[config.mk]
export PLATFORM = sky130hd
export DESIGN_NAME = rbb_fifo
export DESIGN_NICKNAME = d
export VERILOG_FILES = /design/src/rtl/rbb_pkg.sv /design/src/rtl/rbb_fifo.sv
export SDC_FILE = /design/constraint.sdc
export NUM_CORES = 1
export LEC_CHECK = 0
export CORE_MARGIN = 1.5
export CORE_UTILIZATION = 40
export DETAILED_ROUTE_END_ITERATION = 16
export DONT_BUFFER_PORTS = 1
export PLACE_DENSITY = 0.53
export SETUP_SLACK_MARGIN = 0.2
export SYNTH_ARGS = -nofsm -noshare
export SYNTH_HDL_FRONTEND = slang
export SYNTH_SLANG_ARGS = --single-unit
export TNS_END_PERCENT = 50
[constraint.sdc]
create_clock -name clk_i -period 4.8 [get_ports clk_i]
set_input_delay 0.24 -clock clk_i [delete_from_list [all_inputs] [get_ports clk_i]]
set_output_delay 0.24 -clock clk_i [all_outputs]
set_load 0.005 [all_outputs]
[src/rtl/rbb_pkg.sv]
// Shared constants, job type and helper functions of the RGB 3x3 box blur.
package rbb_pkg;

  localparam int MAX_WIDTH = 1024;
  localparam int CW        = $clog2(MAX_WIDTH);
  localparam int WW        = $clog2(MAX_WIDTH + 1);
  localparam int AW        = $clog2(3 * MAX_WIDTH);
  localparam int HW        = 16;
  localparam int FWW       = 11;
  localparam int CFG_DW    = 16;
  localparam int CFG_IW    = 2;
  localparam int QDEPTH    = 4;
  localparam int QPW       = $clog2(QDEPTH);
  localparam int SW        = 12;
  localparam int MW        = 17;

  localparam logic [CFG_IW-1:0] CFG_FRAME_WIDTH  = 2'd0;
  localparam logic [CFG_IW-1:0] CFG_FRAME_HEIGHT = 2'd1;

  localparam logic CMD_PIXEL = 1'b0;
  localparam logic CMD_DRAIN = 1'b1;

  // One unit of work for the back end: optional store write and optional blur.
  typedef struct packed {
    logic          wr;
    logic          col0;
    logic          emit;
    logic [AW-1:0] waddr;
    logic [23:0]   px;
    logic [1:0]    orm;
    logic [CW-1:0] ocol;
    logic          top;
    logic          bot;
    logic          lft;
    logic          rgt;
    logic          last;
  } rbb_job_t;

  // Line store address of a row slot and column.
  function automatic logic [AW-1:0] slot_addr(input logic [1:0] rm, input logic [CW-1:0] col);
    slot_addr = AW'(rm) * AW'(MAX_WIDTH) + AW'(col);
  endfunction

  // Reciprocal scaled by 2^16, rounded up; exact for sums below 2304.
  function automatic logic [MW-1:0] recip(input logic [3:0] n);
    case (n)
      4'd2:    recip = 17'd32768;
      4'd3:    recip = 17'd21846;
      4'd4:    recip = 17'd16384;
      4'd6:    recip = 17'd10923;
      4'd9:    recip = 17'd7282;
      default: recip = 17'd65536;
    endcase
  endfunction

endpackage

[src/rtl/rbb_fifo.sv]
// Short job queue between the front and back ends.
module rbb_fifo (
  input  logic              clk_i,
  input  logic              rst_ni,
  input  logic              push_i,
  input  rbb_pkg::rbb_job_t job_i,
  output logic              full_o,
  input  logic              pop_i,
  output logic              valid_o,
  output rbb_pkg::rbb_job_t job_o
);

  rbb_pkg::rbb_job_t       mem_q [rbb_pkg::QDEPTH];
  logic [rbb_pkg::QPW-1:0] wp_q, rp_q;
  logic [rbb_pkg::QPW:0]   cnt_q;

  assign full_o  = (cnt_q == (rbb_pkg::QPW+1)'(rbb_pkg::QDEPTH));
  assign valid_o = (cnt_q != '0);
  assign job_o   = mem_q[rp_q];

  // Store the entry.
  always_ff @(posedge clk_i) begin
    if (push_i) begin
      mem_q[wp_q] <= job_i;
    end
  end

  // Advance pointers and count.
  always_ff @(posedge clk_i or negedge rst_ni) begin
    if (!rst_ni) begin
      wp_q  <= '0;
      rp_q  <= '0;
      cnt_q <= '0;
    end else begin
      if (push_i) begin
        wp_q <= wp_q + rbb_pkg::QPW'(1);
      end
      if (pop_i) begin
        rp_q <= rp_q + rbb_pkg::QPW'(1);
      end
      cnt_q <= cnt_q + (rbb_pkg::QPW+1)'(push_i) - (rbb_pkg::QPW+1)'(pop_i);
    end
  end

  a_no_overflow: assert property (@(posedge clk_i) disable iff (!rst_ni)
    full_o && !pop_i |-> !push_i) else $error("queue overflow");
  a_no_underflow: assert property (@(posedge clk_i) disable iff (!rst_ni)
    pop_i |-> valid_o) else $error("queue underflow");
  a_count_step: assert property (@(posedge clk_i) disable iff (!rst_ni)
    push_i && !pop_i |=> cnt_q == $past(cnt_q) + 1'b1) else $error("count slip");

endmodule

==> impl_metrics.tcl, run 1 <==
set metrics [dict create \
    cts_setup_buffers 0 \
    r2r_start "wp_q[0]$_DFFE_PN0P_" \
    slowest_stage "dfrtp_4" \
    synth.top_cells.by_area "edfxtp_1 79%, mux4_2 15%, dfrtp_1 2.1%" \
    drive_above_1_share_pct 22.7 \
    sw_frac_of_total_pct 27.0 \
    cts_inserted_buffers 23 \
    dpl_cell_area_sq_um 8750 \
    yosysTopAreaCell "edfxtp_1" \
    required_ps 4560 \
    grt_overflow 0 \
    clock_latency_ps 500 \
    rsz0062_at_grt "false" \
    finalPower_mw 5.69 \
    crit_chain "buf_4 -> mux4_2" \
    area_delta_synth_final_pct 17.8 \
    dr.pass1.iters 4 \
    final_nets 467 \
    fp.dieH_microns 149 \
    critPathKind "reg -> out" \
    cp_max_fo 40 \
    synth_top_area_share_pct 79.2 \
    finalSetupViolations 0 \
    comb_power_share_pct 21.2 \
    ant_nets 0 \
    layout_min_cycle_time_ps 2800 \
    place_inst 591 \
    rows 53 \
    reg2reg_to "mem_q[0][30]$_DFFE_PP_" \
    status "complete, no violations" \
    cp-end-kind "primary output" \
    core_sq_um 21000 \
    grt_pass1_wl_mm 22.7 \
    cap_violations 0 \
    met3_length_mm 1.19 \
    dieArea_sq_um 22100 \
    grt_pass1_vias 3961 \
    p_per_area_nw_per_um2 569 \
    synth.avg_cell_area_sq_um 26.0 \
    num_antenna_cells 0 \
    top_layer "met4" \
    seq_area_frac_synth_pct 81.2 \
    totalWireLength_mm 14.8 \
    fillers 1768 \
    synth_cell_types 18 \
    p_clk_share_pct 28.3 \
    portBuffers 0 \
    fp.dieW_microns 149 \
    drc_errors 0 \
    peakVddDrop_uv 368 \
    relSlewSlack_pct 38.7 \
    reg2reg_setup_slack_ps 2980 \
    ys.warnings.count 0 \
    cts.clk_slew.worst_paths_ps 60 \
    worstMarginPinSlew_ps 920 \
    final_cells 689 \
    cts.sinks 231 \
    start_util_pct 40.5 \
    hold_viol 0 \
    root_buffer "clkbuf_16" \
    finalInstanceArea_sq_um 10000 \
    switchingPower_mw 1.54 \
    dpl.hpwl_mm 7.94 \
    grt_max_degree 57 \
    synthCells 327 \
    vias_per_cell 5.12 \
    setup_tns_ps 0 \
    synthesis.area_sq_um 8500 \
    dr_wl_met2_mm 7.42 \
    synth-seq-cells 231 \
    clock_path_buffers 3 \
    drv_slew 0 \
    p_leak_nw 3.21 \
    intPower_mw 4.15 \
    gpl.final_weighted_congestion 0.690 \
    vias 3527 \
    layout_common_cells "224 x edfxtp_1, 59 x dlygate4sd3_1, 56 x mux4_2, 23 x clkbuf_16, 8 x clkinv_1" \
    grt_usage_pct 13.7 \
    htree_num_levels 1 \
    slowest_delay_ps 970 \
    ff2ff_path_depth 3 \
    antenna_found_initial 0 \
    final_common_cell "edfxtp_1" \
    clock_skew_ps 14.6 \
    period_share_pct 58.4 \
    arrival_ps 2560 \
    worstSetupStartpointType "flop" \
    num_io_pins 118 \
    drt-initial-drc-count 163 \
    syn_nets 394 \
    max_freq_mhz 357 \
    wire_per_inst_microns 21.5 \
    drt-met1-wl_mm 5.89 \
    min_path_type "in -> async" \
    tritoncts "yes" \
    sequentialPowerShare_pct 50.5 \
]
==> how the worst max path moves through the flow <==
stage | startpoint | endpoint | slack (ps) | depth (start not counted)
2_1_floorplan | wp_q[0]$_DFFE_PN0P_ | mem_q[0][0]$_DFFE_PP_ | 2430 | 3
3_3_place_gp | rp_q[0]$_DFFE_PN0P_ | job_o[30] | 2440 | 2
3_5_place_dp | rp_q[0]$_DFFE_PN0P_ | job_o[41] | 2410 | 2
4_1_cts | rp_q[0]$_DFFE_PN0P_ | job_o[41] | 1870 | 2
5_1_grt | rp_q[0]$_DFFE_PN0P_ | job_o[41] | 1750 | 2
6_report | rp_q[0]$_DFFE_PN0P_ | job_o[31] | 2000 | 2
==> metrics by stage <==
step	hold slack, ps	utilization (%)	setup WS (ps)
6_report	79.4	47.8	2000
5_1_grt	89.6	47.8	1750
4_1_cts	72.8	47.8	1870
3_5_place_dp	-55.4	41.7	2410
3_3_place_gp	-55.4	41.7	2440
2_1_floorplan	-55.6	-	2430
==> critical path, delay by kind of cell, from the launching register on <==
kind	cells	cell delay, ps
mux	1	580
flops	1	970
buf+inv	1	490
==> Yosys cell counts <==
cell / instances
buf_4: 3
buf_6: 1
buf_2: 4
edfxtp_1: 224
buf_12: 3
nand2_1: 2
dfrtp_1: 7
o21ai_0: 1
and3_1: 1
clkbuf_1: 2
and2_1: 4
mux4_2: 56
xor2_1: 3
inv_1: 6
or3_1: 1
fa_1: 1
xnor2_1: 2
ha_1: 6
==> metal layers <==
| metal | vias to the layer above | track usage (%) |
|---|---|---|
| met4 | 0 | 3.66 |
| met5 | - | 0 |
| met1 | 1864 | 16.9 |
| met3 | 23 | 4.59 |
| met2 | 104 | 23.2 |
| li1 | 1536 | - |
==> power by group through the flow <==
| stage | Clock (mW) | Combinational [mW] | Sequential [mW] |
|---|---|---|---|
| after floorplan | 0 | 1.09 | 2.76 |
| after global placement | 0 | 1.18 | 2.92 |
| after detailed placement | 0 | 1.20 | 2.94 |
| after CTS | 1.67 | 1.26 | 2.89 |
| after global routing | 1.74 | 1.32 | 2.93 |
| final | 1.61 | 1.21 | 2.87 |
==> area by class of cell <==
cell class                 instances  area (sq um)  share of cell area, %
timing repair buffer              61           606                   6.05
inverter                           6          22.5                  0.225
sequential                       231          6910                   69.0
tap                              275           344                   3.44
multi-input combinational         77          1460                   14.6
clock inverter                    15          90.1                  0.900
clock buffer                      24           579                   5.79
==> state kept, by name, summed over array words and instances, names as in the netlist <==
| signal | flops |
|---|---|
| mem_q | 224 |
| wp_q | 2 |
| cnt_q | 3 |
| rp_q | 2 |
==> timing repair <==
| action | in CTS | in global routing |
|---|---|---|
| resized for setup | 0 | 0 |
| endpoints found under the hold margin | 236 | 0 |
| hold buffers | 59 | 0 |
==> cells by family (layout without fill, tap and decap cells) <==
family	after synthesis	after routing	share of synthesized area [%]
flops	231	231	81.2
mux	56	56	14.8
buf+inv	19	106	1.69
simple gates	8	8	0.530
fa+ha+maj	7	7	1.12
xor+xnor	5	5	0.516
compound gates	1	1	0.0589
(Power assumes the default switching activity.)
==> inputs of run 2 (changes only) <==
Clock period 4.8 ns to 2.9 ns, I/O delays scaled along.
==> impl_metrics.tcl, run 2 (synthesized netlist as in run 1, its figures left out) <==
set metrics [dict create \
    status "complete, no violations" \
    max_freq_mhz 433 \
    num_io_pins 118 \
    relSlewSlack_pct 40.7 \
    cts.clk_slew.worst_paths_ps 60 \
    totalWireLength_mm 14.8 \
    arrival_ps 2160 \
    antenna_found_initial 0 \
    clock_path_buffers 3 \
    required_ps 2760 \
    drv_slew 0 \
    core_sq_um 21000 \
    whs_ps 39.5 \
    drc_errors 0 \
    clock_latency_ps 500 \
    drt-met1-wl_mm 6.04 \
    cp_max_fo 35 \
    fin_ws_ps 591 \
    period_share_pct 79.6 \
    wire_per_inst_microns 21.2 \
    final_cells 699 \
    finalSetupViolations 0 \
    cts.sinks 231 \
    critPathKind "reg -> out" \
    portBuffers 0 \
    hold_path.startpoint "pop_i" \
    root_buffer "clkbuf_16" \
    drive_above_1_share_pct 24.3 \
    place_inst 595 \
    top_layer "met4" \
    hold_depth 3 \
    min_path_type "in -> reg" \
    tritoncts "yes" \
    cts_inserted_buffers 24 \
    dpl.hpwl_mm 8.09 \
    setup_tns_ps 0 \
    drt-initial-drc-count 159 \
    worstSetupStartpointType "flop" \
    reg2reg_setup_slack_ps 1140 \
    layout_common_cells "224 x edfxtp_1, 60 x dlygate4sd3_1, 56 x mux4_2, 25 x clkbuf_16, 7 x clkbuf_1" \
    largest_register_ffs 224 \
    htree_num_levels 1 \
    met3_length_mm 1.05 \
    start_util_pct 40.5 \
    layout_min_cycle_time_ps 2310 \
    grt_overflow 0 \
    final_common_cell "edfxtp_1" \
    p_leak_nw 3.28 \
    cts_setup_buffers 0 \
    dr.pass1.iters 4 \
    area_delta_synth_final_pct 19.8 \
    cp-end-kind "primary output" \
    num_antenna_cells 0 \
    vias_per_cell 5.03 \
    cap_violations 0 \
    rows 53 \
    place_ws_ps 1060 \
    reg2reg_to "mem_q[0][35]$_DFFE_PP_" \
    worstMarginPinSlew_ps 890 \
    fin_util_pct 48.6 \
    hold_viol 0 \
    gpl.final_weighted_congestion 0.635 \
    ant_nets 0 \
    fp.dieH_microns 149 \
    clock_skew_ps 5.11 \
    final_nets 473 \
    peakVddDrop_uv 542 \
    grt_pass1_vias 3892 \
    r2r_start "wp_q[0]$_DFFE_PN0P_" \
    dieArea_sq_um 22100 \
    top_register "mem_q" \
    min_to "cnt_q[0]$_DFF_PN0_" \
    ff2ff_path_depth 4 \
    grt_usage_pct 13.9 \
    dr_wl_met2_mm 7.41 \
    vias 3513 \
    grt_pass1_wl_mm 22.8 \
    fp.dieW_microns 149 \
    p_per_area_nw_per_um2 953 \
    reg_top3 "mem_q (224), cnt_q (3)" \
    grt_max_degree 57 \
    rsz0062_at_grt "false" \
]
run 2: report_power, final:
part	internal (mW)	switching, mW	total [mW]
registers	4.38	0.176	4.55
logic	1.04	1.24	2.28
clock network	1.69	1.17	2.86
run 2: cell type report:
| type | instances | area, sq um |
|---|---|---|
| multi-input combinational | 77 | 1460 |
| clock inverter | 11 | 82.6 |
| fill | 1755 | 10800 |
| sequential | 231 | 6910 |
| clock buffer | 33 | 666 |
| tap | 275 | 344 |
| timing repair buffer | 66 | 696 |
| inverter | 6 | 22.5 |
run 2: what timing repair did:
action / 4_1_cts / 5_1_grt
resized for setup: 0 / 0
hold buffers: 60 / 0
hold endpoints to repair: 237 / 0
run 2: worst max-delay path by stage:
stage                                   start               endpoint
after floorplan           wp_q[0]$_DFFE_PN0P_  mem_q[0][0]$_DFFE_PP_
after global placement    rp_q[0]$_DFFE_PN0P_              job_o[42]
after detailed placement  rp_q[0]$_DFFE_PN0P_              job_o[42]
after CTS                 rp_q[0]$_DFFE_PN0P_              job_o[42]
after global routing      rp_q[0]$_DFFE_PN0P_              job_o[33]
final                     rp_q[0]$_DFFE_PN0P_              job_o[13]
run 2: through the flow:
| step | cell area, sq um | power [mW] |
|---|---|---|
| detailed placement | 8830 | 6.93 |
| CTS | 10200 | 9.91 |
| global route | 10200 | 10.2 |
| global placement | 8830 | 6.88 |
| finish | 10200 | 9.70 |
| floorplan | 8500 | 6.37 |
run 2: metal layers:
| layer | track usage (%) | vias to the layer above |
|---|---|---|
| li1 | - | 1548 |
| met1 | 17.6 | 1829 |
| met2 | 23.5 | 112 |
| met3 | 3.85 | 24 |
| met4 | 3.81 | 0 |
| met5 | 0 | - |
run 2: worst max-delay path: stages, from the launching register on:
cell and delay (ps):
dfrtp_4 400, buf_4 560, mux4_2 630
==> inputs of run 3 (changes only) <==
Settings changed: PLACE_DENSITY 0.53 to 0.55.
Clock period 2.9 ns to 2 ns, I/O delays scaled along.
==> impl_metrics.tcl, run 3 (synthesized netlist as in run 1, its figures left out) <==
set metrics [dict create \
    start_util_pct 40.5 \
    p_leak_nw 3.49 \
    crit_chain "buf_12 -> clkbuf_16 -> mux4_2" \
    drc_errors 0 \
    grt_use_met2_pct 24.4 \
    period_share_pct 97.1 \
    dieArea_sq_um 22100 \
    status "complete, no violations" \
    cts.clk_slew.worst_paths_ps 60 \
    sequentialPowerShare_pct 42.7 \
    vias 3662 \
    dpl_cell_area_sq_um 8900 \
    grt_pass1_wl_mm 24.0 \
    grt_use_met3_pct 4.59 \
    rsz0062_at_grt "true" \
    grt_overflow 0 \
    core_sq_um 21000 \
    dr.pass1.iters 4 \
    use_met1_pct 18.5 \
    cap_violations 0 \
    cp-end-kind "primary output" \
    critPathKind "reg -> out" \
    cp_max_fo 6 \
    switchingPower_mw 4.11 \
    vias_per_cell 5.11 \
    p_per_area_nw_per_um2 1450 \
    slowest_stage "mux4_2" \
    fp.dieH_microns 149 \
    reg_top3 "mem_q (224), cnt_q (3)" \
    antenna_found_initial 1 \
    drv_slew 0 \
    area_delta_synth_final_pct 24.9 \
    top_register "mem_q" \
    finalInstanceArea_sq_um 10600 \
    min_path_type "in -> reg" \
    portBuffers 0 \
    htree_num_levels 1 \
    arrival_ps 1840 \
    cp_top_family "multiplexers" \
    totalWireLength_mm 16.1 \
    grt_max_degree 57 \
    intPower_mw 11.3 \
    drive_above_1_share_pct 27.9 \
    drt-initial-drc-count 193 \
    clock_path_buffers 3 \
    fin_util_pct 50.6 \
    clock_latency_ps 500 \
    grt_usage_pct 14.6 \
    wire_per_inst_microns 22.5 \
    fp.dieW_microns 149 \
    setup_tns_ps 0 \
    cts.sinks 231 \
    relSlewSlack_pct 74.5 \
    rows 53 \
    dpl.hpwl_mm 8.62 \
    cts_inserted_buffers 25 \
    max_freq_mhz 515 \
    grt_pass1_vias 4057 \
    peakVddDrop_uv 833 \
    ant_nets 0 \
    slowest_delay_ps 550 \
    crit_buf_inv 2 \
    num_io_pins 118 \
    worstSetupStartpointType "flop" \
    finalPower_mw 15.4 \
    final_nets 490 \
    hold_viol 0 \
    sw_frac_of_total_pct 26.7 \
    gpl.final_weighted_congestion 0.697 \
    largest_register_ffs 224 \
    final_common_cell "edfxtp_1" \
    tritoncts "yes" \
    busiest_layer "met2" \
    finalSetupViolations 0 \
    layout_common_cells "224 x edfxtp_1, 60 x dlygate4sd3_1, 56 x mux4_2, 28 x clkbuf_16, 9 x buf_12" \
    root_buffer "clkbuf_16" \
    clock_skew_ps 6.02 \
    layout_min_cycle_time_ps 1940 \
    p_clk_share_pct 29.8 \
    comb_power_share_pct 27.5 \
    required_ps 1900 \
    worstMarginPinSlew_ps 382 \
]
run 3: changes by cell type in the layout (fill, tap and decap cells not counted), moves of 3 or more:
cell and change:
buf_12 +5, buf_16 +5, buf_6 +3, bufinv_16 +3, clkbuf_1 -4, clkbuf_16 +3
run 3: repair_timing:
item | CTS | global route
hold buffers | 60 | 0
cloned | 3 | 4
setup buffers | 4 | 2
resized for setup | 4 | 3
endpoints found under the hold margin | 237 | 0
setup endpoints to repair | 56 | 56
run 3: per-stage QoR:
| stage | cells | hold slack [ps] | worst slack, ps |
|---|---|---|---|
| after global routing | 717 | 22.4 | 18.5 |
| after detailed placement | 598 | -195 | 406 |
| after global placement | 598 | -195 | 474 |
| after floorplan | 327 | -196 | -340 |
| after CTS | 710 | 20.4 | 53.9 |
| final | 717 | 35.9 | 58.2 |
run 3: path summary, 6_finish.rpt:
kind	slack [ps]	from	depth (start not counted)	end
setup / recovery	60	rp_q[0]$_DFFE_PN0P_	3	job_o[44]
hold / removal	40	push_i	1	mem_q[1][4]$_DFFE_PP_
setup reg to reg	430	wp_q[1]$_DFFE_PN0P_	4	mem_q[1][49]$_DFFE_PP_
hold reg to reg	530	wp_q[0]$_DFFE_PN0P_	1	wp_q[0]$_DFFE_PN0P_
max in group asynchronous	1250	rst_ni	2	rp_q[0]$_DFFE_PN0P_
min in group asynchronous	470	rst_ni	2	cnt_q[1]$_DFF_PN0_
run 3: worst reg2reg max path, cell delays in order, from the launching register on:
cell and delay, ps:
dfrtp_1 400, inv_1 100, ha_1 160, and2_4 340
buf_12 260
run 3: layer usage:
layer,share of wire [%],vias to the layer above
li1,-,1585
met1,40,1944
met2,50,108
met3,7.8,25
met4,2.2,0
met5,0,-
run 3: power groups by stage:
stage	sequential, mW	clock, mW	combinational [mW]
2_1_floorplan	6.60	0	2.62
3_3_place_gp	6.62	0	3.50
3_5_place_dp	6.68	0	3.54
4_1_cts	6.58	4.70	4.08
5_1_grt	6.66	4.88	4.61
6_report	6.58	4.60	4.24
run 3: layout make-up:
type / instances / area [sq um]
clock buffers: 28 / 637
fillers: 1722 / 10300
flip-flops and latches: 231 / 6910
diodes: 1 / 2.50
multi-input cells: 77 / 1460
inverters: 6 / 22.5
well taps: 275 / 344
clock inverters: 17 / 194
repair buffers: 82 / 1040
