===== config.mk =====
export PLATFORM = sky130hd
export DESIGN_NAME = rbb_front
export DESIGN_NICKNAME = d
export VERILOG_FILES = /design/src/rtl/rbb_pkg.sv /design/src/rtl/rbb_front.sv
export SDC_FILE = /design/constraint.sdc
export NUM_CORES = 1
export LEC_CHECK = 0
export BUFFER_PORTS_ARGS = -buffer_cell sky130_fd_sc_hd__buf_2
export CAP_MARGIN = 10
export CELL_PAD_IN_SITES_DETAIL_PLACEMENT = 0
export CELL_PAD_IN_SITES_GLOBAL_PLACEMENT = 1
export CORE_AREA = 2 2 122 124
export CTS_BUF_LIST = sky130_fd_sc_hd__clkbuf_4
export DETAILED_ROUTE_END_ITERATION = 6
export DIE_AREA = 0 0 124 126
export PLACE_DENSITY_LB_ADDON = 0.1
export SYNTH_ARGS = -nofsm -noshare
export SYNTH_HDL_FRONTEND = slang
export SYNTH_SLANG_ARGS = --single-unit

===== constraint.sdc =====
create_clock -name clk_i -period 8.03 [get_ports clk_i]
set_input_delay 0.803 -clock clk_i [delete_from_list [all_inputs] [get_ports clk_i]]
set_output_delay 0.803 -clock clk_i [all_outputs]
set_load 0.005 [all_outputs]

===== src/rtl/rbb_pkg.sv =====
// Shared constants, job type and helper functions of the RGB 3x3 box blur.
package rbb_pkg;

  localparam int MAX_WIDTH = 1024;
  localparam int CW        = $clog2(MAX_WIDTH);
  localparam int WW        = $clog2(MAX_WIDTH + 1);
  localparam int AW        = $clog2(3 * MAX_WIDTH);
  localparam int HW        = 16;
  localparam int FWW       = 11;
  localparam int CFG_DW    = 16;
  localparam int CFG_IW    = 2;
  localparam int QDEPTH    = 4;
  localparam int QPW       = $clog2(QDEPTH);
  localparam int SW        = 12;
  localparam int MW        = 17;

  localparam logic [CFG_IW-1:0] CFG_FRAME_WIDTH  = 2'd0;
  localparam logic [CFG_IW-1:0] CFG_FRAME_HEIGHT = 2'd1;

  localparam logic CMD_PIXEL = 1'b0;
  localparam logic CMD_DRAIN = 1'b1;

  // One unit of work for the back end: optional store write and optional blur.
  typedef struct packed {
    logic          wr;
    logic          col0;
    logic          emit;
    logic [AW-1:0] waddr;
    logic [23:0]   px;
    logic [1:0]    orm;
    logic [CW-1:0] ocol;
    logic          top;
    logic          bot;
    logic          lft;
    logic          rgt;
    logic          last;
  } rbb_job_t;

  // Line store address of a row slot and column.
  function automatic logic [AW-1:0] slot_addr(input logic [1:0] rm, input logic [CW-1:0] col);
    slot_addr = AW'(rm) * AW'(MAX_WIDTH) + AW'(col);
  endfunction

  // Reciprocal scaled by 2^16, rounded up; exact for sums below 2304.
  function automatic logic [MW-1:0] recip(input logic [3:0] n);
    case (n)
      4'd2:    recip = 17'd32768;
      4'd3:    recip = 17'd21846;
      4'd4:    recip = 17'd16384;
      4'd6:    recip = 17'd10923;
      4'd9:    recip = 17'd7282;
      default: recip = 17'd65536;
    endcase
  endfunction

endpackage


===== src/rtl/rbb_front.sv =====
// Front end: takes items, tracks frame positions and issues jobs.
module rbb_front (
  input  logic                     clk_i,
  input  logic                     rst_ni,
  input  logic                     cfg_we_i,
  input  logic [rbb_pkg::CFG_IW-1:0] cfg_index_i,
  input  logic [rbb_pkg::CFG_DW-1:0] cfg_data_i,
  input  logic                     in_valid_i,
  output logic                     in_ready_o,
  input  logic                     cmd_i,
  input  logic [7:0]               red_i,
  input  logic [7:0]               green_i,
  input  logic [7:0]               blue_i,
  input  logic                     full_i,
  output logic                     push_o,
  output rbb_pkg::rbb_job_t        job_o
);

  logic [rbb_pkg::FWW-1:0] fw_q;
  logic [rbb_pkg::HW-1:0]  fh_q;
  logic [rbb_pkg::CW-1:0]  icol_q, icol_d, ocol_q, ocol_d;
  logic [rbb_pkg::HW-1:0]  irow_q, irow_d, orow_q, orow_d;
  logic [1:0]              irm_q, irm_d, orm_q, orm_d;
  logic                    recv_q, recv_d;
  logic [rbb_pkg::WW-1:0]  eff_w;
  logic [rbb_pkg::HW-1:0]  eff_h;
  logic                    acc, due, o_last, i_col_end, i_row_end;

  assign in_ready_o = !full_i;
  assign acc        = in_valid_i && !full_i;

  // Clamp the frame size registers.
  always_comb begin
    if (fw_q == '0) begin
      eff_w = rbb_pkg::WW'(1);
    end else if (32'(fw_q) > rbb_pkg::MAX_WIDTH) begin
      eff_w = rbb_pkg::WW'(rbb_pkg::MAX_WIDTH);
    end else begin
      eff_w = rbb_pkg::WW'(fw_q);
    end
    eff_h = (fh_q == '0) ? rbb_pkg::HW'(1) : fh_q;
  end

  assign due       = (irow_q >= rbb_pkg::HW'(2)) || (irow_q == rbb_pkg::HW'(1) && icol_q != '0);
  assign o_last    = (32'(orow_q) + 32'd1 >= 32'(eff_h)) && (32'(ocol_q) + 32'd1 >= 32'(eff_w));
  assign i_col_end = 32'(icol_q) + 32'd1 >= 32'(eff_w);
  assign i_row_end = 32'(irow_q) + 32'd1 >= 32'(eff_h);

  // Build the job and the next positions.
  always_comb begin
    icol_d = icol_q;
    irow_d = irow_q;
    irm_d  = irm_q;
    ocol_d = ocol_q;
    orow_d = orow_q;
    orm_d  = orm_q;
    recv_d = recv_q;
    push_o = 1'b0;

    job_o.wr    = 1'b0;
    job_o.col0  = (icol_q == '0);
    job_o.emit  = 1'b0;
    job_o.waddr = rbb_pkg::slot_addr(irm_q, icol_q);
    job_o.px    = {red_i, green_i, blue_i};
    job_o.orm   = orm_q;
    job_o.ocol  = ocol_q;
    job_o.top   = (orow_q != '0);
    job_o.bot   = 32'(orow_q) + 32'd1 < 32'(eff_h);
    job_o.lft   = (ocol_q != '0);
    job_o.rgt   = 32'(ocol_q) + 32'd1 < 32'(eff_w);
    job_o.last  = o_last;

    if (acc) begin
      if (cmd_i == rbb_pkg::CMD_PIXEL && !recv_q) begin
        push_o     = 1'b1;
        job_o.wr   = 1'b1;
        job_o.emit = due;
        // advance the input position
        if (i_col_end) begin
          icol_d = '0;
          irm_d  = (irm_q == 2'd2) ? 2'd0 : irm_q + 2'd1;
          if (i_row_end) begin
            irow_d = '0;
            irm_d  = 2'd0;
            recv_d = 1'b1;
          end else begin
            irow_d = irow_q + rbb_pkg::HW'(1);
          end
        end else begin
          icol_d = icol_q + rbb_pkg::CW'(1);
        end
      end else if (cmd_i == rbb_pkg::CMD_DRAIN && recv_q) begin
        push_o     = 1'b1;
        job_o.emit = 1'b1;
      end
      // advance the output position on every blur
      if (push_o && job_o.emit) begin
        if (o_last) begin
          icol_d = '0;
          irow_d = '0;
          irm_d  = 2'd0;
          ocol_d = '0;
          orow_d = '0;
          orm_d  = 2'd0;
          recv_d = 1'b0;
        end else if (32'(ocol_q) + 32'd1 >= 32'(eff_w)) begin
          ocol_d = '0;
          orow_d = orow_q + rbb_pkg::HW'(1);
          orm_d  = (orm_q == 2'd2) ? 2'd0 : orm_q + 2'd1;
        end else begin
          ocol_d = ocol_q + rbb_pkg::CW'(1);
        end
      end
    end

    // a register write abandons the frame
    if (cfg_we_i && (cfg_index_i == rbb_pkg::CFG_FRAME_WIDTH ||
                     cfg_index_i == rbb_pkg::CFG_FRAME_HEIGHT)) begin
      icol_d = '0;
      irow_d = '0;
      irm_d  = 2'd0;
      ocol_d = '0;
      orow_d = '0;
      orm_d  = 2'd0;
      recv_d = 1'b0;
    end
  end

  // Hold registers and positions.
  always_ff @(posedge clk_i or negedge rst_ni) begin
    if (!rst_ni) begin
      fw_q   <= rbb_pkg::FWW'(640);
      fh_q   <= rbb_pkg::HW'(480);
      icol_q <= '0;
      irow_q <= '0;
      irm_q  <= 2'd0;
      ocol_q <= '0;
      orow_q <= '0;
      orm_q  <= 2'd0;
      recv_q <= 1'b0;
    end else begin
      if (cfg_we_i && cfg_index_i == rbb_pkg::CFG_FRAME_WIDTH) begin
        fw_q <= cfg_data_i[rbb_pkg::FWW-1:0];
      end
      if (cfg_we_i && cfg_index_i == rbb_pkg::CFG_FRAME_HEIGHT) begin
        fh_q <= cfg_data_i[rbb_pkg::HW-1:0];
      end
      icol_q <= icol_d;
      irow_q <= irow_d;
      irm_q  <= irm_d;
      ocol_q <= ocol_d;
      orow_q <= orow_d;
      orm_q  <= orm_d;
      recv_q <= recv_d;
    end
  end

endmodule


==> results_dict.tcl, run 1 <==
set metrics [dict create \
    status "finished clean" \
    avgSynthCellArea_um2 9.06 \
    ys_ff_latch 84 \
    finalClockSkew_ns 0.0237 \
    p_per_area_nw_per_um2 148 \
    die_x_um 124 \
    grt_pass1_wl_mm 25.6 \
    yosys.area.top_type "dfrtp_1" \
    drv_slew 0 \
    ctsHoldBuffers 0 \
    yosys_warnings 0 \
    timing.fmax_ghz 0.207 \
    critical_path_class "flop to primary output" \
    setup_tns_ns 0 \
    diodes 0 \
    drive_gt1_share_pct 16.6 \
    grt-ovfl-total 0 \
    wl_met3_um 591 \
    ant_nets 0 \
    worstPathArrival_ns 4.03 \
    htreeDepth 3 \
    core-area_um2 14300 \
    ys_top_cells_by_area "dfrtp_1, ha_1, mux2_2" \
    place.gp.congestion 0.846 \
    yosysMostFrequentCell "dfrtp_1" \
    avgViaCountPerCell 5.78 \
    syn_to_final_growth_pct 6.25 \
    synth-edff-count 0 \
    post-route-period-util_pct 60.2 \
    vias 5267 \
    fp.dieH_um 126 \
    synth_top_area_share_pct 30.6 \
    async_flop_share_pct 100 \
    cts.sinks 84 \
    hp-class "input pin to asynchronous set/reset pin" \
    dp_hpwl_mm 12.3 \
    grt_usage_pct 21.1 \
    syn_inst 703 \
    remaining_drc_errors 0 \
    end_kind "primary output" \
    synth_area_um2 6370 \
    start_util_pct 44.5 \
    cts_tree "built" \
    cp.required_ns 7.23 \
    wl_met2_mm 7.63 \
    hold_viol_final 0 \
    nNetsFinal 836 \
    root_buffer "clkbuf_4" \
    slew_headroom_pct 25.8 \
    synth-main-ff-cell "dfrtp_1" \
    clock_latency_ns 0.48 \
    clkSlewWorstSetupHoldPaths_ns 0.15 \
    path_max_fanout 8 \
    routed.top_layer "met4" \
    wl_per_cell_um 17.4 \
    numCtsBuffers 9 \
    cap_viol_max_count 0 \
    grt_pass1_vias 4968 \
    yosysSeqAreaShare_pct 33.1 \
    dr.pass1.iters 4 \
    yosysUniqueCellTypes 55 \
    die-area_um2 15600 \
    antenna_found_initial 0 \
    synth_nets 816 \
    ir_worst_vdd_v 0.0000704 \
    p_leak_uw 0.00326 \
    finish.utilization_pct 47.3 \
    rows 44 \
    wirelength_met1_mm 7.33 \
    io_buffers 57 \
    grt_max_degree 53 \
    cts_resized 0 \
    whs_ns 0.237 \
    cts.path.max_buffers 2 \
    rsz0062_at_grt "false" \
    worst_pin_slew_ns 1.11 \
    layout_min_cycle_time_ns 4.83 \
    io_pins 106 \
    setup.worst_path.start_class "flop" \
    postCtsSetupBuffers 0 \
    synthTopCellsByCount "dfrtp_1, ha_1, nand2_1" \
    routed_wl_mm 15.9 \
    setup_violations 0 \
    drtIter0Drc 301 \
    reg2regPathDepth 14 \
    fillers 1452 \
]
metrics by stage:
step                      worst slack [ns]  power [uW]  area (um2)  instances
after floorplan                       4.15         651        6370        703
after global placement                3.87         711        6600        896
after detailed placement              3.75         719        6600        896
after CTS                             3.18        1020        6770        912
after global routing                  2.85        1060        6770        912
final                                 3.20        1000        6770        912
cell usage in the layout, fill, tap and decap left out, drive strengths merged, types with 5 or more instances in the layout:
master / instances
buf: 60
a21o: 6
a211oi: 7
o21ai: 40
dfstp: 6
nand2: 63
a41oi: 8
nor4: 15
a31oi: 10
nand2b: 12
ha: 65
nor3: 17
xnor2: 26
and2: 6
nand3: 28
o21a: 5
mux2: 28
nor2: 38
clkbuf: 10
and3: 17
a21oi: 33
nand4: 14
nor2b: 10
nand3b: 5
dfrtp: 78
a22o: 15
xor2: 18
inv: 44
a211o: 5
layout make-up:
cell class | instances | area [um2] | area share, %
Tap cell | 184 | 230 | 3.40
Sequential cell | 84 | 2110 | 31.2
Clock buffer | 10 | 75.1 | 1.11
Inverter | 44 | 165 | 2.44
Clock inverter | 6 | 87.6 | 1.29
Timing Repair Buffer | 60 | 310 | 4.59
Multi-Input combinational cell | 524 | 3790 | 56.0
state kept, by name (all words and copies together) (netlist names), 2 cells and up:
signal,cells
fh_q,16
ocol_q,10
orm_q,2
irm_q,2
fw_q,11
icol_q,10
orow_q,16
irow_q,16
logic make-up after synthesis:
group / Yosys count / share of synthesized area, %
buffers and inverters: 95 / 7.39
AO/OA/AOI/OAI: 152 / 16.2
flip-flops: 84 / 33.1
multiplexers: 29 / 5.17
AND/OR/NAND/NOR: 234 / 19.3
XOR/XNOR: 44 / 6.05
adder cells (fa/ha/maj): 65 / 12.8
routing by layer:
layer  GRT usage, %  vias to the layer above
met5              0                        -
met4           6.74                        0
met3           2.99                       34
met2           34.4                       83
met1           28.9                     2601
li1               -                     2549
path summary, 6_finish.rpt:
check / startpoint / end / slack [ns]
max in group asynchronous: rst_ni / icol_q[0] / 6.72
hold reg to reg: orm_q[1] / orm_q[1] / 0.53
min in group clk_i: orm_q[1] / orm_q[1] / 0.53
hold / removal: rst_ni / orow_q[11] / 0.24
setup / recovery: orow_q[2] / job_o[0] / 3.20
setup reg to reg: orow_q[2] / irow_q[0] / 3.84
critical path: stages (launching register included):
cell,delay (ns)
dfrtp_1,0.49
and3_1,0.22
and3_1,0.26
nand3_1,0.21
xnor2_1,0.21
ha_1,0.34
nand4_1,0.10
a211o_1,0.29
a211o_1,0.30
a211oi_4,0.52
inv_1,0.29
nor2_1,0.19
buf_2,0.13
report_power, final:
part,switching [uW],internal [uW],leakage (uW)
sequential,28.5,457,0.00111
clock,164,130,0.0000807
combinational,128,94.7,0.00208
total,321,682,0.00326
Note: power is estimated with default switching activity, not from simulation.
==> inputs of run 2 (changes only) <==
- CORE_AREA: 2 2 122 124 -> 2 2 130 132
- DIE_AREA: 0 0 124 126 -> 0 0 132 134
- clock period: 8.03 -> 4.3 ns (I/O delays scaled with it)
==> run 2 against run 1 <==
Compared with the run above: die area is 13% higher; worst hold slack worse by 0.051 ns; utilization is 4.6 points lower; register-to-register slack worse by 3.6 ns; clock power is 87% higher; critical endpoint unchanged; largest cell class unchanged.
==> results_dict.tcl, run 2 (synthesis gave the netlist of run 1 again) <==
set metrics [dict create \
    status "finished clean" \
    seq_power_share_pct 48.1 \
    post-route-period-util_pct 95.1 \
    finalClockSkew_ns 0.0250 \
    setup.worst_path.start_class "flop" \
    nNetsFinal 852 \
    clockPowerShare_pct 29.2 \
    grt_pass1_wl_mm 27.2 \
    grt-ovfl-total 0 \
    p_per_area_nw_per_um2 271 \
    slew_headroom_pct 20.1 \
    slowest_delay_ns 0.46 \
    core-area_um2 16300 \
    cts.sinks 84 \
    placedCellCount 944 \
    die-area_um2 17700 \
    io_pins 106 \
    multi_input_area_um2 3800 \
    avgViaCountPerCell 5.45 \
    clkSlewWorstSetupHoldPaths_ns 0.16 \
    remaining_drc_errors 0 \
    switching_share_pct 32.2 \
    critPathSlowestCell "a221o_4" \
    whs_ns 0.186 \
    io_buffers 57 \
    numCtsBuffers 9 \
    drtIter0Drc 263 \
    clock_latency_ns 0.47 \
    grt_max_degree 53 \
    layout_min_cycle_time_ns 4.09 \
    path_max_fanout 6 \
    start_util_pct 39.1 \
    fp.dieH_um 134 \
    wl_per_cell_um 17.2 \
    drive_gt1_share_pct 19.1 \
    grt_pass1_vias 5312 \
    critical_path_class "flop to primary output" \
    worst_pin_slew_ns 1.19 \
    hold_viol_final 0 \
    drv_slew 0 \
    dr.pass1.iters 5 \
    cp.required_ns 3.87 \
    dp_hpwl_mm 12.7 \
    htreeDepth 3 \
    crit_chain "ha_2, and4_4, and3_1, nand3_1, xnor2_1, ha_1, a21o_1, a221o_4, nor3_4, a211oi_4, buf_4, inv_1, nor2_1, buf_2" \
    fillers 1676 \
    worstPathArrival_ns 3.66 \
    setup_violations 0 \
    cap_viol_max_count 0 \
    stdcell_area_um2 6960 \
    root_buffer "clkbuf_4" \
    comb_power_share_pct 22.7 \
    p_leak_uw 0.00334 \
    ant_nets 0 \
    power_switching_uw 607 \
    ir_worst_vdd_v 0.000135 \
    vias 5262 \
    place.gp.congestion 0.808 \
    cts_tree "built" \
    hp-class "input pin to flop" \
    antenna_found_initial 1 \
    grt_usage_pct 19.4 \
    timing.fmax_ghz 0.245 \
    mostFrequentLayoutCells "dfrtp_1, ha_1, nand2_1" \
    syn_to_final_growth_pct 9.21 \
    end_kind "primary output" \
    final_common_cell "dfrtp_1" \
    die_x_um 132 \
    top_regs "fh_q x16, irow_q x16, orow_q x16" \
    fin_cells 965 \
    rows 47 \
    cts.path.max_buffers 2 \
    internal_power_uw 1280 \
    setup_tns_ns 0 \
    regArea_um2 2110 \
    routed_wl_mm 16.6 \
    placed_area_um2 6740 \
]
## run 2: worst max-delay path, delay by kind of cell, from the launching register on
| kind | cells | cell delay, ns |
|---|---|---|
| fa+ha+maj | 2 | 0.55 |
| compound gates | 3 | 0.76 |
| buf+inv | 3 | 0.35 |
| flops | 1 | 0.43 |
| xor+xnor | 1 | 0.21 |
| simple gates | 5 | 0.86 |
## run 2: through the flow
step                      power, uW  setup WS [ns]  util, %
final                          1890          0.211     42.7
after global routing           2010        -0.0175     42.7
after CTS                      1920         0.0870     42.5
after detailed placement       1350          0.267     41.4
after global placement         1340          0.388     41.4
after floorplan                1220          0.703        -
## run 2: layout make-up
type                            instances  share of cell area (%)
Sequential cell                        84                    30.3
Timing Repair Buffer                   76                    6.22
Clock buffer                           10                    1.08
Tap cell                              220                    3.96
Clock inverter                          6                    1.28
Multi-Input combinational cell        524                    54.7
Inverter                               44                    2.37
Antenna cell                            1                  0.0360
## run 2: per-layer routing
layer	part of all wire [%]	GRT usage [%]
met5	0	0
met4	0.85	4.47
met3	3.5	4.27
met2	49	33.5
met1	47	25.0
## run 2: power by group through the flow
stage                     clock network [uW]  registers [uW]  logic (uW)
final                                    551             907         428
after global routing                     611             917         486
after CTS                                582             907         434
after detailed placement                   0             922         430
after global placement                     0             920         417
after floorplan                            0             904         311
## run 2: path summary, 6_finish.rpt
path                        endpoint            from  slack [ns]  depth (start not counted)
setup / recovery            job_o[0]       orow_q[0]        0.21                         14
min in group asynchronous   orm_q[0]          rst_ni        0.54                          2
setup reg to reg           irow_q[0]       orow_q[0]        0.26                         14
hold reg to reg              fh_q[0]         fh_q[0]        0.53                          1
max in group asynchronous  orow_q[2]          rst_ni        2.78                          3
hold / removal              fw_q[10]  cfg_data_i[10]        0.19                          3
## run 2: repair_timing
action                     4_1_cts  5_1_grt
pin swaps                        1        0
resized for setup                1        5
hold endpoints to repair         7        0
hold buffers                     1        0
buffers inserted                 1        2
setup endpoints to repair        1       11
==> inputs of run 3 (changes only) <==
- BUFFER_PORTS_ARGS: -buffer_cell sky130_fd_sc_hd__buf_2 -> -buffer_cell sky130_fd_sc_hd__buf_4
==> run 3 against run 2 <==
Compared with the run above: worst hold slack worse by 0.018 ns; via count decreased by 0.63%; register-to-register slack is essentially flat.
==> results_dict.tcl, run 3 (synthesis gave the netlist of run 1 again) <==
set metrics [dict create \
    rsz0062_at_grt "false" \
    io_pins 106 \
    ir_worst_vdd_v 0.000108 \
    wl_per_cell_um 17.1 \
    cts.path.max_buffers 2 \
    slew_headroom_pct 32.9 \
    path_max_fanout 6 \
    start_util_pct 39.1 \
    p_per_area_nw_per_um2 261 \
    final_common_cell "dfrtp_1" \
    clock_latency_ns 0.48 \
    drv_slew 0 \
    post-route-period-util_pct 93.7 \
    cts_tree "built" \
    multi_input_area_um2 3790 \
    setup_tns_ns 0 \
    p_leak_uw 0.00335 \
    mostFrequentLayoutCells "dfrtp_1, buf_4, ha_1" \
    cts.sinks 84 \
    grt_max_degree 53 \
    status "finished clean" \
    placed_area_um2 6870 \
    rows 47 \
    end_kind "flop" \
    comb_power_share_pct 23.9 \
    fp.dieH_um 134 \
    die-area_um2 17700 \
    syn_to_final_growth_pct 10.8 \
    grt_usage_pct 19.5 \
    finish.utilization_pct 43.3 \
    clockPowerShare_pct 26.8 \
    root_buffer "clkbuf_4" \
    ant_nets 0 \
    critPathTopFamily "compound AO/OA/AOI/OAI gates" \
    drive_gt1_share_pct 18.3 \
    htreeDepth 3 \
    numCtsBuffers 9 \
    die_x_um 132 \
    critical_path_class "flop to flop" \
    stdcell_area_um2 7050 \
    worst_pin_slew_ns 1.00 \
    drtIter0Drc 275 \
    worst-path-buf-inv 2 \
    dr.pass1.iters 4 \
    timing.fmax_ghz 0.248 \
    setup_violations 0 \
    switching_share_pct 32.1 \
    layout_setup_ws_ns 0.270 \
    grt_pass1_wl_mm 27.1 \
    remaining_drc_errors 0 \
    nNetsFinal 850 \
    vias 5229 \
    top_regs "fh_q x16, irow_q x16, orow_q x16" \
    grt-ovfl-total 0 \
    antenna_found_initial 1 \
    layout_min_cycle_time_ns 4.03 \
    avgViaCountPerCell 5.43 \
    grt_pass1_vias 5213 \
    finalClockSkew_ns 0.0221 \
    regArea_um2 2110 \
    setup.worst_path.start_class "flop" \
    slowest_delay_ns 0.46 \
    power_switching_uw 591 \
    fillers 1654 \
    critPathSlowestCell "a221o_4" \
    clkSlewWorstSetupHoldPaths_ns 0.14 \
    dp_hpwl_mm 12.7 \
    core-area_um2 16300 \
    worstPathArrival_ns 4.44 \
    io_buffers 57 \
    crit_chain "ha_1, and4_4, and3_1, nand3_1, xnor2_1, ha_1, a21o_1, a221o_4, nor3_4, a211oi_4, buf_4, a211o_1, buf_4, a211oi_1, a211o_1" \
    hp-class "input pin to flop" \
    hold_viol_final 0 \
    internal_power_uw 1250 \
    cap_viol_max_count 0 \
    place.gp.congestion 0.786 \
    cp.required_ns 4.71 \
    seq_power_share_pct 49.3 \
    preCtsSetupSlack_ns 0.250 \
    routed_wl_mm 16.5 \
]
==> run 3: path summary, 6_finish.rpt <==
| check | to | startpoint | cells after the start | slack [ns] |
|---|---|---|---|---|
| max in group asynchronous | fh_q[6] | rst_ni | 3 | 2.80 |
| worst min-delay path | fw_q[10] | cfg_data_i[10] | 3 | 0.17 |
| worst min register to register | orm_q[1] | orm_q[1] | 1 | 0.53 |
| worst max-delay path | irow_q[12] | orow_q[0] | 15 | 0.27 |
| min in group asynchronous | orow_q[15] | rst_ni | 2 | 0.53 |
| worst max register to register | irow_q[12] | orow_q[0] | 15 | 0.27 |
==> run 3: power by group through the flow <==
stage	registers, uW	logic [uW]	clock network [uW]
finish	907	440	493
global route	918	499	554
floorplan	904	311	0
CTS	908	447	514
global placement	921	431	0
detailed placement	923	443	0
==> run 3: final cells by class <==
class	instances	area share [%]
multi-input combinational	524	53.7
tap	220	3.90
clock buffer	13	1.38
inverter	44	2.34
antenna	1	0.0355
sequential	84	29.9
clock inverter	3	0.585
timing repair buffer	74	8.09
==> run 3: metrics by stage <==
stage	hold slack, ns	std cells	power (uW)
global route	0.135	963	1970
floorplan	0.134	703	1220
finish	0.169	963	1840
CTS	0.131	961	1870
detailed placement	0.500	943	1370
global placement	0.493	943	1350
==> run 3: per-layer routing <==
layer / track usage [%] / vias up / share of wire, %
li1: - / 2581 / -
met1: 25.8 / 2521 / 47
met2: 32.3 / 108 / 48
met3: 3.10 / 19 / 3.8
met4: 7.07 / 0 / 1.6
met5: 0 / - / 0
==> run 3: repair_timing <==
item | 4_1_cts | 5_1_grt
endpoints found under the hold margin | 32 | 0
endpoints found under the setup margin | 1 | 12
hold buffers | 1 | 0
pin swaps | 1 | 1
cloned | 0 | 0
buffers inserted | 1 | 1
resized for setup | 0 | 2
==> run 3: worst min-delay path, cell delays in order <==
cell and delay [ns]:
buf_4 0.09, nand2_1 0.04, o21ai_0 0.06
